<file path="src/design/dwmm_pkg.sv">
// ----------------------------------------------------------------------------
// dwmm_pkg
// Shared types and constants for the dual window min/max tracker.
// ----------------------------------------------------------------------------
package dwmm_pkg;

    localparam int SAMPLE_W          = 16;
    localparam int DEF_SHORT_DEPTH   = 120;
    localparam int DEF_LONG_DEPTH    = 300;

    localparam logic signed [SAMPLE_W-1:0] MIN_INIT = 16'sh7FFF;
    localparam logic signed [SAMPLE_W-1:0] MAX_INIT = 16'sh8000;

    typedef enum logic [1:0] {
        S_IDLE,
        S_SCAN,
        S_DRAIN,
        S_DONE
    } t_state;

    typedef struct packed {
        logic push;
        logic rd_en;
    } t_ring_cmd;

endpackage

</file>
<file path="src/design/dwmm_ring.sv">
// ----------------------------------------------------------------------------
// dwmm_ring
// Ring buffer memory with head/fill tracking and a min/max scan accumulator.
// ----------------------------------------------------------------------------
module dwmm_ring
    import dwmm_pkg::*;
#(
    parameter int DEPTH = DEF_SHORT_DEPTH,
    parameter int IW    = $clog2(DEPTH + 1)
) (
    input  logic                       i_clk,
    input  logic                       i_rst_n,
    input  t_ring_cmd                  i_cmd,
    input  logic signed [SAMPLE_W-1:0] i_sample,
    input  logic [IW-1:0]              i_idx,
    output logic [IW-1:0]              o_fill,
    output logic signed [SAMPLE_W-1:0] o_min,
    output logic signed [SAMPLE_W-1:0] o_max
);

    localparam int AW = (DEPTH > 1) ? $clog2(DEPTH) : 1;
    localparam int FW = $clog2(DEPTH + 1);

    logic signed [SAMPLE_W-1:0] mem [DEPTH];

    logic [AW-1:0]              r_head;
    logic [AW-1:0]              n_head;
    logic [FW-1:0]              r_fill;
    logic [FW-1:0]              n_fill;
    logic signed [SAMPLE_W-1:0] r_rd_data;
    logic                       r_rd_vld;
    logic                       rd_go;
    logic signed [SAMPLE_W-1:0] r_min;
    logic signed [SAMPLE_W-1:0] r_max;

    assign o_fill = IW'(r_fill);
    assign rd_go  = i_cmd.rd_en && (i_idx < IW'(r_fill));
    assign o_min  = r_min;
    assign o_max  = r_max;

    always_comb begin
        n_head = r_head;
        n_fill = r_fill;
        if (i_cmd.push) begin
            if (r_head == AW'(DEPTH - 1)) begin
                n_head = '0;
            end else begin
                n_head = r_head + AW'(1);
            end
            if (r_fill != FW'(DEPTH)) begin
                n_fill = r_fill + FW'(1);
            end
        end
    end

    always_ff @(posedge i_clk) begin
        if (i_cmd.push) begin
            mem[r_head] <= i_sample;
        end
        if (rd_go) begin
            r_rd_data <= mem[i_idx[AW-1:0]];
        end
    end

    always_ff @(posedge i_clk) begin
        if (!i_rst_n) begin
            r_head   <= '0;
            r_fill   <= '0;
            r_rd_vld <= 1'b0;
        end else begin
            r_head   <= n_head;
            r_fill   <= n_fill;
            r_rd_vld <= rd_go;
        end
    end

    always_ff @(posedge i_clk) begin
        if (i_cmd.push) begin
            r_min <= MIN_INIT;
            r_max <= MAX_INIT;
        end else if (r_rd_vld) begin
            if (r_rd_data < r_min) begin
                r_min <= r_rd_data;
            end
            if (r_rd_data > r_max) begin
                r_max <= r_rd_data;
            end
        end
    end

    assert property (@(posedge i_clk) disable iff (!i_rst_n)
        r_fill <= FW'(DEPTH))
        else $error("ring fill exceeds depth");

    assert property (@(posedge i_clk) disable iff (!i_rst_n)
        r_head < AW'(DEPTH) || DEPTH == 1)
        else $error("ring head out of range");

    assert property (@(posedge i_clk) disable iff (!i_rst_n)
        i_cmd.push |=> r_fill != '0)
        else $error("ring empty after push");

endmodule

</file>
<file path="config.mk">
export PLATFORM = sky130hd
export DESIGN_NAME = dwmm_ring
export DESIGN_NICKNAME = d
export VERILOG_FILES = /design/src/design/dwmm_pkg.sv /design/src/design/dwmm_ring.sv
export SDC_FILE = /design/constraint.sdc
export NUM_CORES = 2
export LEC_CHECK = 0
export BUFFER_PORTS_ARGS = -buffer_cell sky130_fd_sc_hd__buf_2
export CELL_PAD_IN_SITES_DETAIL_PLACEMENT = 1
export CELL_PAD_IN_SITES_GLOBAL_PLACEMENT = 2
export CORE_MARGIN = 3
export CORE_UTILIZATION = 55
export DETAILED_ROUTE_END_ITERATION = 10
export GPL_TIMING_DRIVEN = 0
export HOLD_SLACK_MARGIN = 0.02
export PLACE_DENSITY = 0.93
export SLEW_MARGIN = 20
export SYNTH_ARGS = -nofsm -noshare
export SYNTH_HDL_FRONTEND = slang
export SYNTH_SLANG_ARGS = --single-unit
</file>
<file path="constraint.sdc">
create_clock -name i_clk -period 4.1 [get_ports i_clk]
set_input_delay 0.41 -clock i_clk [delete_from_list [all_inputs] [get_ports i_clk]]
set_output_delay 0.41 -clock i_clk [all_outputs]
set_load 0.005 [all_outputs]
</file>
# Word-level counts from Yosys, hierarchy flattened
# Memories as Yosys holds them, arrays and structs flattened. A register that Yosys moved wholly into a read port is not among the register bits.
# Index checks and enable logic that the tools add are counted.
[word_totals]
ff_bits = 47
latchBits = 0
ram_bits = 1920
rom_bits = 0
elab_cells = 20
mem_count = 1
[classes]
add_sub_neg = 2
n_mul = 0
div = 0
magnitude_cmp = 3
eq_ne = 2
shift = 0
muxes = 3
n_bitwise = 0
n_reduce_logical = 4
[memory_table]
columns = ["memory", "words", "word_bits", "rd", "rd_clocked_by_memory_dff", "wr", "line_no", "rtl"]
rows = [
  ["mem", 120, 16, 1, 1, 1, "dwmm_ring.sv:24", "logic signed [SAMPLE_W-1:0] mem [DEPTH];"],
]
[ops]
columns = ["operator", "n"]
rows = [
  ["> comparator 16 bit", 1],
  ["less-than comparator 16 bit", 1],
  ["adder 7 x 1 -> 7 bit, second input constant", 2],
  ["== test 7 bit, second input constant", 1],
  ["less-than comparator 7 bit", 1],
  ["two-way mux 7 bit", 1],
  ["inequality test 7 bit, second input constant", 1],
  ["AND reduction 2 bit", 3],
  ["two-way mux 1 bit", 2],
  ["logical AND 1 bit", 1],
]

# Longest topological paths before layout
[depth]
ltp_word = 2
mapped_depth = 11

# Worst setup path before layout
# OpenSTA, ideal clock, no wires.
[synth_timing]
path_type = "input to register"
start = "input i_cmd[1] (netlist bit)"
end = "memory mem[73][0] (enable)"
setup_ns = 0.409
arrival_ns = 2.314
required_time_ns = 3.691
slack_ns = 1.377
stages = 4
n_path_buf = 2
cell_sequence = "clkbuf_1 buf_1 nand3_1 nor3_1"
[synth_via]
elab_chain_len = 2
[synth_rtl]
columns = ["element", "line_no", "rtl"]
rows = [
  ["start, declared", "dwmm_ring.sv:13", "input t_ring_cmd i_cmd,"],
  ["two-way mux 1 bit", "dwmm_ring.sv:57", "if (i_cmd.push) begin"],
  ["two-way mux 1 bit (not written as such)", "dwmm_ring.sv:58", "mem[r_head] <= i_sample;"],
  ["end, declared", "dwmm_ring.sv:24", ""],
]
# No other way between the ends.

# Worst setup path in the final report
[layout_timing]
start = "input i_idx[6]"
end = "register r_rd_data[12] (read register of mem), data pin"
[layout_via]
elab_chain_len = 2
[layout_rtl]
columns = ["element", "line_no", "rtl"]
rows = [
  ["start, declared", "dwmm_ring.sv:15", "input logic [IW-1:0] i_idx,"],
  ["less-than comparator 7 bit", "dwmm_ring.sv:37", "assign rd_go = i_cmd.rd_en && (i_idx < IW'(r_fill));"],
  ["logical AND 1 bit", "dwmm_ring.sv:37", ""],
  ["end, declared", "dwmm_ring.sv:30", "logic signed [SAMPLE_W-1:0] r_rd_data;"],
]
# Parallel ways exist; a longest one is shown, timed or not.
# A chain may end at the register's enable or synchronous reset.

==> reports/qor.csv <==
metric,value,unit
initial antenna violation count,30,
CTS Buffer Depth,3,
mapped cell area,77200,um^2
FMAX,221,MHz
Crit path max-delay family,buffers and inverters,
#FFs+latches synth,1983,
CTS sink cnt,1983,
WL/cell,46.6,um
syn avg cell area,21.5,um^2
sequential cell area fraction in the yosys report,0.766,
Final period util,1.10,
DRT iter0 DRCs,8130,
RSZ-0062 raised after global routing,true,
CP startpoint kind,primary input,
Fin Setup TNS,-2020,ps
CP endpoint kind,flip-flop,
Critical Path AT,5050,ps
Die H,381,um
vias in the first global route,45200,
hpwl dp,176000,um
largest net degree at the start of global routing,90,
leakage,28.5,nW
CTS Buf Count,194,
total grt overflow,0,
Synth Warn #,0,
post-route antenna net violation count,0,
Crit Path Class,primary input to flip-flop,
Skew-Pair Late Insertion Delay,870,ps
CTS root buf,clkbuf_16,
crit-path max cell delay,1040,ps
Synthesized Nets,3649,
CP max stage cell,nor4_2,
worst setup margin,-428,ps
Synth cell types,61,
Final GP Congestion,1.01,
Final Instance Area,89000,um^2
CTS clock-pin slew for the worst setup and hold paths,70,ps
Die X-Extent,381,um
Power Dens Cells,491,nW/um^2
Async SR Flop Fraction,0,
# setup viols final,10,
Layout Skew,54.9,ps
Min-Delay Path Class,primary input to flip-flop,
Post-synth EDFFs,1936,
"Net count, final",4036,
CTS tree,yes,
status,"finished, violations left",
Rows,136,
failing checks,negative setup slack,
first-pass GRT wire length,384000,um
Area Overhead vs Synth,15.4,%
# port buffers,64,
Cells after DPL,5623,
gr usage total,0.393,
"Top FF cell, synth",edfxtp_1,
drt pass-1 iters,6,
Cells after Synth,3582,
max_slew headroom,0.111,
"commonest non-fill, non-tap cell in the layout",edfxtp_1,
Detailed Route WL,280000,um
Final Hold Vio Count,0,
Finished Layout Cells,6016,
Final Max Slew Viols,0,
DRC violations left,0,
Crit Path Max Fanout,10,
H-Tree Depth,4,
routed vias/inst,7.44,
Post-DP Area,82300,um^2
critical path cell sequence,buf_2 -> clkbuf_1 -> buf_4 -> buf_2 -> clkbuf_1 -> nand2_1 -> nor4_2 -> nor4_2,
WP buf/inv,5,
Worst EP required,4620,ps
MaxCap Viol Count,0,
most frequent cells in the layout,"edfxtp_1 (1,936), mux4_2 (476), clkbuf_16 (200)",
effective utilization at floorplan,0.558,
core area,138000,um^2
Worst IR Drop VDD,0.000473,V
I/O pin cnt,66,
worst-margin pin slew,1330,ps
DR vias,44800,
layout cells sized above 1,0.300,
die area,145000,um^2
fin crit period,4530,ps
## synth_stat cells, drive strengths merged (37+ instances only)
| cell | number | area share |
|---|---|---|
| a21oi | 37 | 0.0024 |
| clkbuf | 50 | 0.0024 |
| edfxtp | 1936 | 0.75 |
| ha | 40 | 0.0065 |
| dfxtp | 47 | 0.012 |
| inv | 43 | 0.0021 |
| nor2 | 187 | 0.0091 |
| buf | 139 | 0.013 |
| nand2 | 97 | 0.0047 |
| mux4 | 479 | 0.14 |
| mux2i | 145 | 0.019 |
## layout make-up
| class | instances | area (um^2) |
|---|---|---|
| Buffer | 189 | 1210 |
| Tap cell | 1863 | 2330 |
| Clock inverter | 123 | 1290 |
| Fill cell | 11000 | 49300 |
| Antenna cell | 24 | 60.1 |
| Sequential cell | 1983 | 59100 |
| Multi-Input combinational cell | 1366 | 17300 |
| Inverter | 44 | 165 |
| Clock buffer | 233 | 5140 |
| Timing Repair Buffer | 191 | 2420 |
## logic make-up after synthesis
kind of cell / count (synthesis) / share of synthesized area
xor gates and xnor gates: 7 / 0.000795
DFF: 1983 / 0.766
adders and majority gates: 40 / 0.00649
muxes: 630 / 0.160
and+or+nand+nor: 406 / 0.0230
buffers and inverters: 233 / 0.0175
AOI/OAI and AO/OA: 283 / 0.0268
## power by group
group          internal, W  switching [W]
Clock               0.0105        0.00821
Combinational     0.000807        0.00189
Sequential          0.0223      0.0000384
Total               0.0335         0.0101
## flip-flops by register name (all words and copies together), names as in the netlist
name       count
mem         1920
o_fill         7
o_max         16
o_min         16
r_head         7
r_rd_data     16
r_rd_vld       1
## path summary, 6_finish.rpt
check,depth (start not counted),slack [ps],end,startpoint
setup / recovery,8,-430,r_rd_data[12]$_DFFE_PP_,i_idx[6]
hold / removal,1,40,mem[17][12]$_DFFE_PP_,i_sample[12]
setup reg to reg,6,370,mem[35][10]$_DFFE_PP_,r_head[1]$_SDFFE_PN0P_
hold reg to reg,1,500,o_min[6]$_SDFFE_PP1P_,o_min[6]$_SDFFE_PP1P_
## per-stage QoR
step                      total power, W  hold slack, ps  utilization  setup slack [ps]
after floorplan                   0.0239             472            -              1380
after global placement            0.0250             480        0.577             -1320
after detailed placement          0.0252             489        0.595              -910
after CTS                         0.0434            25.3        0.642              16.5
after global routing              0.0444            51.7        0.643             -21.0
final                             0.0437            39.9        0.644              -428
## routing by layer
| metal | vias to the layer above | global-route usage | share of wire |
|---|---|---|---|
| met5 | - | 0.00992 | 0.0011 |
| met4 | 16 | 0.290 | 0.094 |
| met3 | 1310 | 0.169 | 0.15 |
| met2 | 4810 | 0.572 | 0.44 |
| met1 | 22800 | 0.468 | 0.31 |
| li1 | 15800 | - | - |
## repair_timing
item / CTS / global route
hold buffers: 12 / 1
gates resized for setup: 4 / 14
endpoints found under the hold margin: 263 / 4
setup endpoints to repair: 8 / 8
setup buffers: 0 / 0
(Power assumes the default switching activity.)
