[src/design/dwmm_pkg.sv]
// ----------------------------------------------------------------------------
// dwmm_pkg
// Shared types and constants for the dual window min/max tracker.
// ----------------------------------------------------------------------------
package dwmm_pkg;

    localparam int SAMPLE_W          = 16;
    localparam int DEF_SHORT_DEPTH   = 120;
    localparam int DEF_LONG_DEPTH    = 300;

    localparam logic signed [SAMPLE_W-1:0] MIN_INIT = 16'sh7FFF;
    localparam logic signed [SAMPLE_W-1:0] MAX_INIT = 16'sh8000;

    typedef enum logic [1:0] {
        S_IDLE,
        S_SCAN,
        S_DRAIN,
        S_DONE
    } t_state;

    typedef struct packed {
        logic push;
        logic rd_en;
    } t_ring_cmd;

endpackage

[src/design/dwmm_ctrl.sv]
// ----------------------------------------------------------------------------
// dwmm_ctrl
// Sequencer: push on accept, scan filled entries, hand result to output.
// ----------------------------------------------------------------------------
module dwmm_ctrl
    import dwmm_pkg::*;
#(
    parameter int IW = 9
) (
    input  logic          i_clk,
    input  logic          i_rst_n,
    input  logic          i_in_valid,
    output logic          o_in_ready,
    input  logic          i_out_free,
    input  logic [IW-1:0] i_scan_len,
    output t_ring_cmd     o_cmd,
    output logic [IW-1:0] o_idx,
    output logic          o_load
);

    t_state        r_state;
    t_state        n_state;
    logic [IW-1:0] r_idx;
    logic [IW-1:0] n_idx;
    logic          last;

    assign last  = (r_idx == i_scan_len - IW'(1));
    assign o_idx = r_idx;

    always_comb begin
        n_state = r_state;
        n_idx   = r_idx;
        unique case (r_state)
            S_IDLE: begin
                n_idx = '0;
                if (i_in_valid) begin
                    n_state = S_SCAN;
                end
            end
            S_SCAN: begin
                if (last) begin
                    n_state = S_DRAIN;
                end else begin
                    n_idx = r_idx + IW'(1);
                end
            end
            S_DRAIN: begin
                n_state = S_DONE;
            end
            S_DONE: begin
                if (i_out_free) begin
                    n_state = S_IDLE;
                end
            end
            default: begin
                n_state = S_IDLE;
            end
        endcase
    end

    always_comb begin
        o_in_ready   = 1'b0;
        o_cmd.push   = 1'b0;
        o_cmd.rd_en  = 1'b0;
        o_load       = 1'b0;
        unique case (r_state)
            S_IDLE: begin
                o_in_ready = 1'b1;
                o_cmd.push = i_in_valid;
            end
            S_SCAN: begin
                o_cmd.rd_en = 1'b1;
            end
            S_DRAIN: begin
            end
            S_DONE: begin
                o_load = i_out_free;
            end
            default: begin
            end
        endcase
    end

    always_ff @(posedge i_clk) begin
        if (!i_rst_n) begin
            r_state <= S_IDLE;
            r_idx   <= '0;
        end else begin
            r_state <= n_state;
            r_idx   <= n_idx;
        end
    end

    assert property (@(posedge i_clk) disable iff (!i_rst_n)
        (r_state == S_SCAN) |-> (i_scan_len != '0))
        else $error("scan with empty windows");

    assert property (@(posedge i_clk) disable iff (!i_rst_n)
        (r_state == S_SCAN) |-> (r_idx < i_scan_len))
        else $error("scan index past fill");

    assert property (@(posedge i_clk) disable iff (!i_rst_n)
        o_load |=> (r_state == S_IDLE))
        else $error("load did not return to idle");

endmodule

[config.mk]
export PLATFORM = sky130hd
export DESIGN_NAME = dwmm_ctrl
export DESIGN_NICKNAME = d
export VERILOG_FILES = /design/src/design/dwmm_pkg.sv /design/src/design/dwmm_ctrl.sv
export SDC_FILE = /design/constraint.sdc
export NUM_CORES = 1
export LEC_CHECK = 0
export BUFFER_PORTS_ARGS = -buffer_cell sky130_fd_sc_hd__buf_2
export CORE_MARGIN = 2
export CORE_UTILIZATION = 35
export CTS_BUF_LIST = sky130_fd_sc_hd__clkbuf_8
export CTS_CLUSTER_DIAMETER = 60
export DETAILED_ROUTE_END_ITERATION = 7
export GPL_TIMING_DRIVEN = 0
export HOLD_SLACK_MARGIN = 0.05
export MAX_ROUTING_LAYER = met4
export PLACE_DENSITY_LB_ADDON = 0.25
export REMOVE_ABC_BUFFERS = 1
export SYNTH_ARGS = -nofsm -noshare
export SYNTH_HDL_FRONTEND = slang
export SYNTH_SLANG_ARGS = --single-unit
export TNS_END_PERCENT = 100
[constraint.sdc]
create_clock -name i_clk -period 2.37 [get_ports i_clk]
set_input_delay 0.1185 -clock i_clk [delete_from_list [all_inputs] [get_ports i_clk]]
set_output_delay 0.1185 -clock i_clk [all_outputs]
set_load 0.05 [all_outputs]
# [Word-level counts from Yosys, hierarchy flattened]
# Index checks and enable logic that the tools add are counted.
[totals] wordCells=26 ff_bits=11 input_bits=13
[classes] n_addsub=2 muxes=10 n_eq_ne=8 reduce_logical=4
[op_table] op="$pmux W9 S2" count=1
[op_table] op="$add A9 B1 Y9 const B" count=1
[op_table] op="$eq A9 B9 Y1" count=1
[op_table] op="$mux W9" count=1
[op_table] op="$sub A9 B1 Y9 const B" count=1
[op_table] op="$ne A2 B2 Y1 const B" count=4
[op_table] op="$pmux W2 S4" count=1
[op_table] op="$mux W2" count=3
[op_table] op="$eq A2 B2 Y1 const B" count=2
[op_table] op="$mux W1" count=4
[op_table] op="$reduce_and A3 Y1" count=1
[op_table] op="$eq A2 B1 Y1 const B" count=1
[op_table] op="$logic_not A2 Y1" count=1
[op_table] op="$reduce_and A2 Y1" count=1
[op_table] op="$reduce_bool A2 Y1" count=1

# [Longest topological paths before layout]
[logic_depth] word_depth=4 mapped_depth=9

# [Worst setup path after synthesis]
# Ideal clock, no wire load.
[synth_timing] kind="reg-to-reg" start="reg r_idx[2], in the netlist o_idx[2]" end="reg r_state[0]" synth_period_minus_slack_ns=2.435 slack_ns=-0.065 arrival_time_ns=2.365 stages_incl_launch_ff=7 setup_time_ns=0.070 cell_sequence="dfxtp_1 > xor3_4 > nor3_1 > a31oi_1 > a31o_1 > or4_1 > a21oi_1"
[synth_between] elab_chain_len=3
[synth_lines] item="start, declared" line_no="dwmm_ctrl.sv:23" text="logic [IW-1:0] r_idx;"
[synth_lines] item="start signal, assigned" line_no="dwmm_ctrl.sv:90" text="r_idx <= n_idx;"
[synth_lines] item="$eq A9 B9 Y1" line_no="dwmm_ctrl.sv:27" text="assign last = (r_idx == i_scan_len - IW'(1));"
[synth_lines] item="$ne A2 B2 Y1 (no source line)"
[synth_lines] item="$reduce_and A3 Y1 (no source line)"
[synth_lines] item="end signal, assigned" line_no="dwmm_ctrl.sv:89" text="r_state <= n_state;"
[synth_lines] item="end, declared" line_no="dwmm_ctrl.sv:21" text="t_state r_state;"
# Every way passes these cells.
# A chain may end at the register's enable or synchronous reset.

# [Worst setup path in the final report]
[layout_timing] start="reg r_idx[8], in the netlist o_idx[8]" end="reg r_idx[1], in the netlist o_idx[1]"
[layout_between] elab_chain_len=3
[layout_lines] item="$eq A9 B9 Y1" line_no="dwmm_ctrl.sv:27"
[layout_lines] item="$ne A2 B2 Y1 (no source line)"
[layout_lines] item="$reduce_and A2 Y1 (no source line)"
# Every way passes these cells.

==> reports/results.tsv <==
metric	value	unit
drive_gt1_share	24.6	%
cts-root-buf	clkbuf_8	
netlist_instances	136	
ctsHtreeMaxLevel	1	
track_usage	19.0	%
first_global_vias	1093	
pre_cts_ws	-0.602	ns
rrSetupSlack	0.18	ns
final_common_cell	buf_2	
reg2reg_from	o_idx[8]$_SDFFE_PN0P_	
setup_ws	0.178	ns
ys_seq_area_share	21.1	%
first_iter_violations	76	
dr_total_vias	1170	
dieWidth	58.6	um
finalCriticalPeriod	2.19	ns
reg2reg_depth	6	
p_clk_share	20.6	%
drt_pre_antenna_iters	6	
cts_tree	done	
ys_types	43	
core_area	2810	um^2
cp-start-kind	flop	
worstPathArrival	2.36	ns
hold_end	o_idx[3]$_SDFFE_PN0P_	
die_y	58.6	um
dp_hpwl	2.22	mm
clk_pin_slew	0.05	ns
nets	187	
clock_path_buffers	2	
grt-ovfl-total	0	
p_seq_share	26.3	%
synth_seq_cells	11	
portBuffers	25	
ant_nets	0	
grt_max_degree	14	
finalWirelength	2.81	mm
avgSynthCellArea	7.67	um^2
gp_routability_congestion	0.773	
hold_depth	2	
yosysWarnings	0	
status	complete, but fails checks	
slew_violations	0	
setup_viol	0	
syn_to_final_growth	25.4	%
p_int	0.000484	W
hp-class	primary input to flop	
total_power	0.000932	W
worstSetupPathType	flop to flop	
insertion_delay	0.25	ns
setup_tns	0	ns
clock.fmax	456	MHz
fp-row-count	19	
cp_max_fo	5	
antenna-diode-count	0	
hold_path_startpoint	i_rst_n	
drc	2	
vias_per_cell	5.91	
cts_buffers	3	
leakage	0.539	nW
timing.hold.ws	0.146	ns
vdd_drop_max	0.427	mV
antenna_found_initial	0	
final-hold-violation-count	0	
mostFrequentLayoutCells	buf_2, dfxtp_1, nand2_1, a21oi_1	
power_density	712	nW/um^2
drv_cap	0	
final_core_util	46.7	%
wl_per_cell	14.2	um
slew_headroom	48.0	%
grt_pass1_wl	4.97	mm
numClockSinks	11	
initial_core_util	37.2	%
dieArea	3430	um^2
tightest_slew	0.774	ns
finalCritPeriodShare	92.5	%
r2r-end	o_idx[1]$_SDFFE_PN0P_	
violations	DRC	
end_kind	flop	
p_switching	0.000447	W
switching_share	48.0	%
finClkSkew	0.00349	ns
synth_area	1040	um^2
cp.required	2.54	ns
comb_power_share	53.1	%
ios	26	
sequential cells by signal, indices dropped and copies added (netlist names):
| name | cells |
|---|---|
| o_idx | 9 |
| r_state | 2 |
worst max-delay path, cell delays in order (launching register included):
cell,delay [ns]
dfxtp_1,0.37
xnor2_1,0.32
o2111a_1,0.26
a2111oi_2,0.07
nor4_1,0.70
o21ai_0,0.19
a31oi_1,0.20
repair_timing:
action                                  in CTS  in global routing
cloned                                       0                  0
hold endpoints to repair                     0                  0
pin swaps                                    0                  2
hold buffers                                 0                  0
endpoints found under the setup margin       8                  8
resized for setup                            2                  5
setup buffers                                0                  3
cells by family after synthesis:
kind of cell	count (synthesis)	synth area share, %
adders and majority gates	6	7.19
DFF	11	21.1
buffers and inverters	10	3.72
muxes	1	0.959
xor gates and xnor gates	11	11.0
and+or+nand+nor	60	33.2
AOI/OAI and AO/OA	37	22.8
cells in the mapped netlist:
cell	count	area (um^2)
a21oi_1	10	50.1
nor4_1	2	12.5
nor3b_1	1	7.51
nor4b_2	1	15.0
nand4_1	3	18.8
or4_1	2	15.0
and2_1	3	18.8
or3_1	7	43.8
xnor2_1	6	52.6
nand3b_1	1	7.51
o2111a_1	1	11.3
a2111oi_2	1	15.0
dfxtp_1	11	220
inv_1	9	33.8
and3_1	2	12.5
a31oi_1	2	12.5
nand3_1	5	25.0
a21o_1	1	7.51
o21ai_1	1	5.00
a31o_1	1	8.76
buf_2	1	5.00
o31ai_1	2	15.0
a211oi_1	1	7.51
or3_2	1	7.51
o21ai_0	9	45.0
xor2_1	4	35.0
o22ai_1	2	12.5
o31a_1	1	8.76
nand4b_1	1	8.76
ha_1	6	75.1
and4_1	2	17.5
or3_4	1	11.3
nor2b_1	2	12.5
mux2i_1	1	10.0
o2111ai_1	1	8.76
nor2_1	7	26.3
o21a_1	1	7.51
nand2_1	10	37.5
o211ai_1	3	22.5
or2_0	1	6.26
and3_2	1	7.51
nor3_1	7	35.0
xor3_4	1	27.5
metrics by stage:
stage          instance area (um^2)  instances
3_5_place_dp                   1200        191
6_report                       1310        198
3_3_place_gp                   1200        191
5_1_grt                        1310        198
4_1_cts                        1260        195
2_1_floorplan                  1040        135
worst max-delay path by stage:
| stage | to | startpoint |
|---|---|---|
| final | o_idx[1]$_SDFFE_PN0P_ | o_idx[8]$_SDFFE_PN0P_ |
| after CTS | o_idx[7]$_SDFFE_PN0P_ | o_idx[2]$_SDFFE_PN0P_ |
| after global routing | o_idx[1]$_SDFFE_PN0P_ | o_idx[8]$_SDFFE_PN0P_ |
| after floorplan | o_idx[7]$_SDFFE_PN0P_ | o_idx[2]$_SDFFE_PN0P_ |
| after detailed placement | o_idx[7]$_SDFFE_PN0P_ | i_scan_len[0] |
| after global placement | o_idx[2]$_SDFFE_PN0P_ | i_scan_len[0] |
final cells by class:
| cell class | instances | area (um^2) |
|---|---|---|
| inverters | 9 | 33.8 |
| repair buffers | 28 | 148 |
| flip-flops and latches | 11 | 220 |
| clock buffers | 3 | 41.3 |
| well taps | 31 | 38.8 |
| fillers | 310 | 1500 |
| clock inverters | 1 | 3.75 |
| multi-input cells | 115 | 823 |
routing by layer:
metal / global-route usage, % / part of all wire [%] / vias up / routed length, um
met1: 24.3 / 45 / 549 / 1280
met5: - / 0 / - / 0
met3: 3.52 / 5.9 / 7 / 166
met2: 30.2 / 47 / 40 / 1310
met4: 6.49 / 1.9 / 0 / 54
li1: - / - / 574 / -
power groups by stage:
| stage | clock (W) | combinational, W | sequential (W) |
|---|---|---|---|
| floorplan | 0 | 0.000325 | 0.000279 |
| global placement | 0 | 0.000462 | 0.000246 |
| detailed placement | 0 | 0.000471 | 0.000249 |
| CTS | 0.000192 | 0.000474 | 0.000246 |
| global route | 0.000207 | 0.000550 | 0.000251 |
| finish | 0.000192 | 0.000494 | 0.000245 |
(Power assumes the default switching activity.)
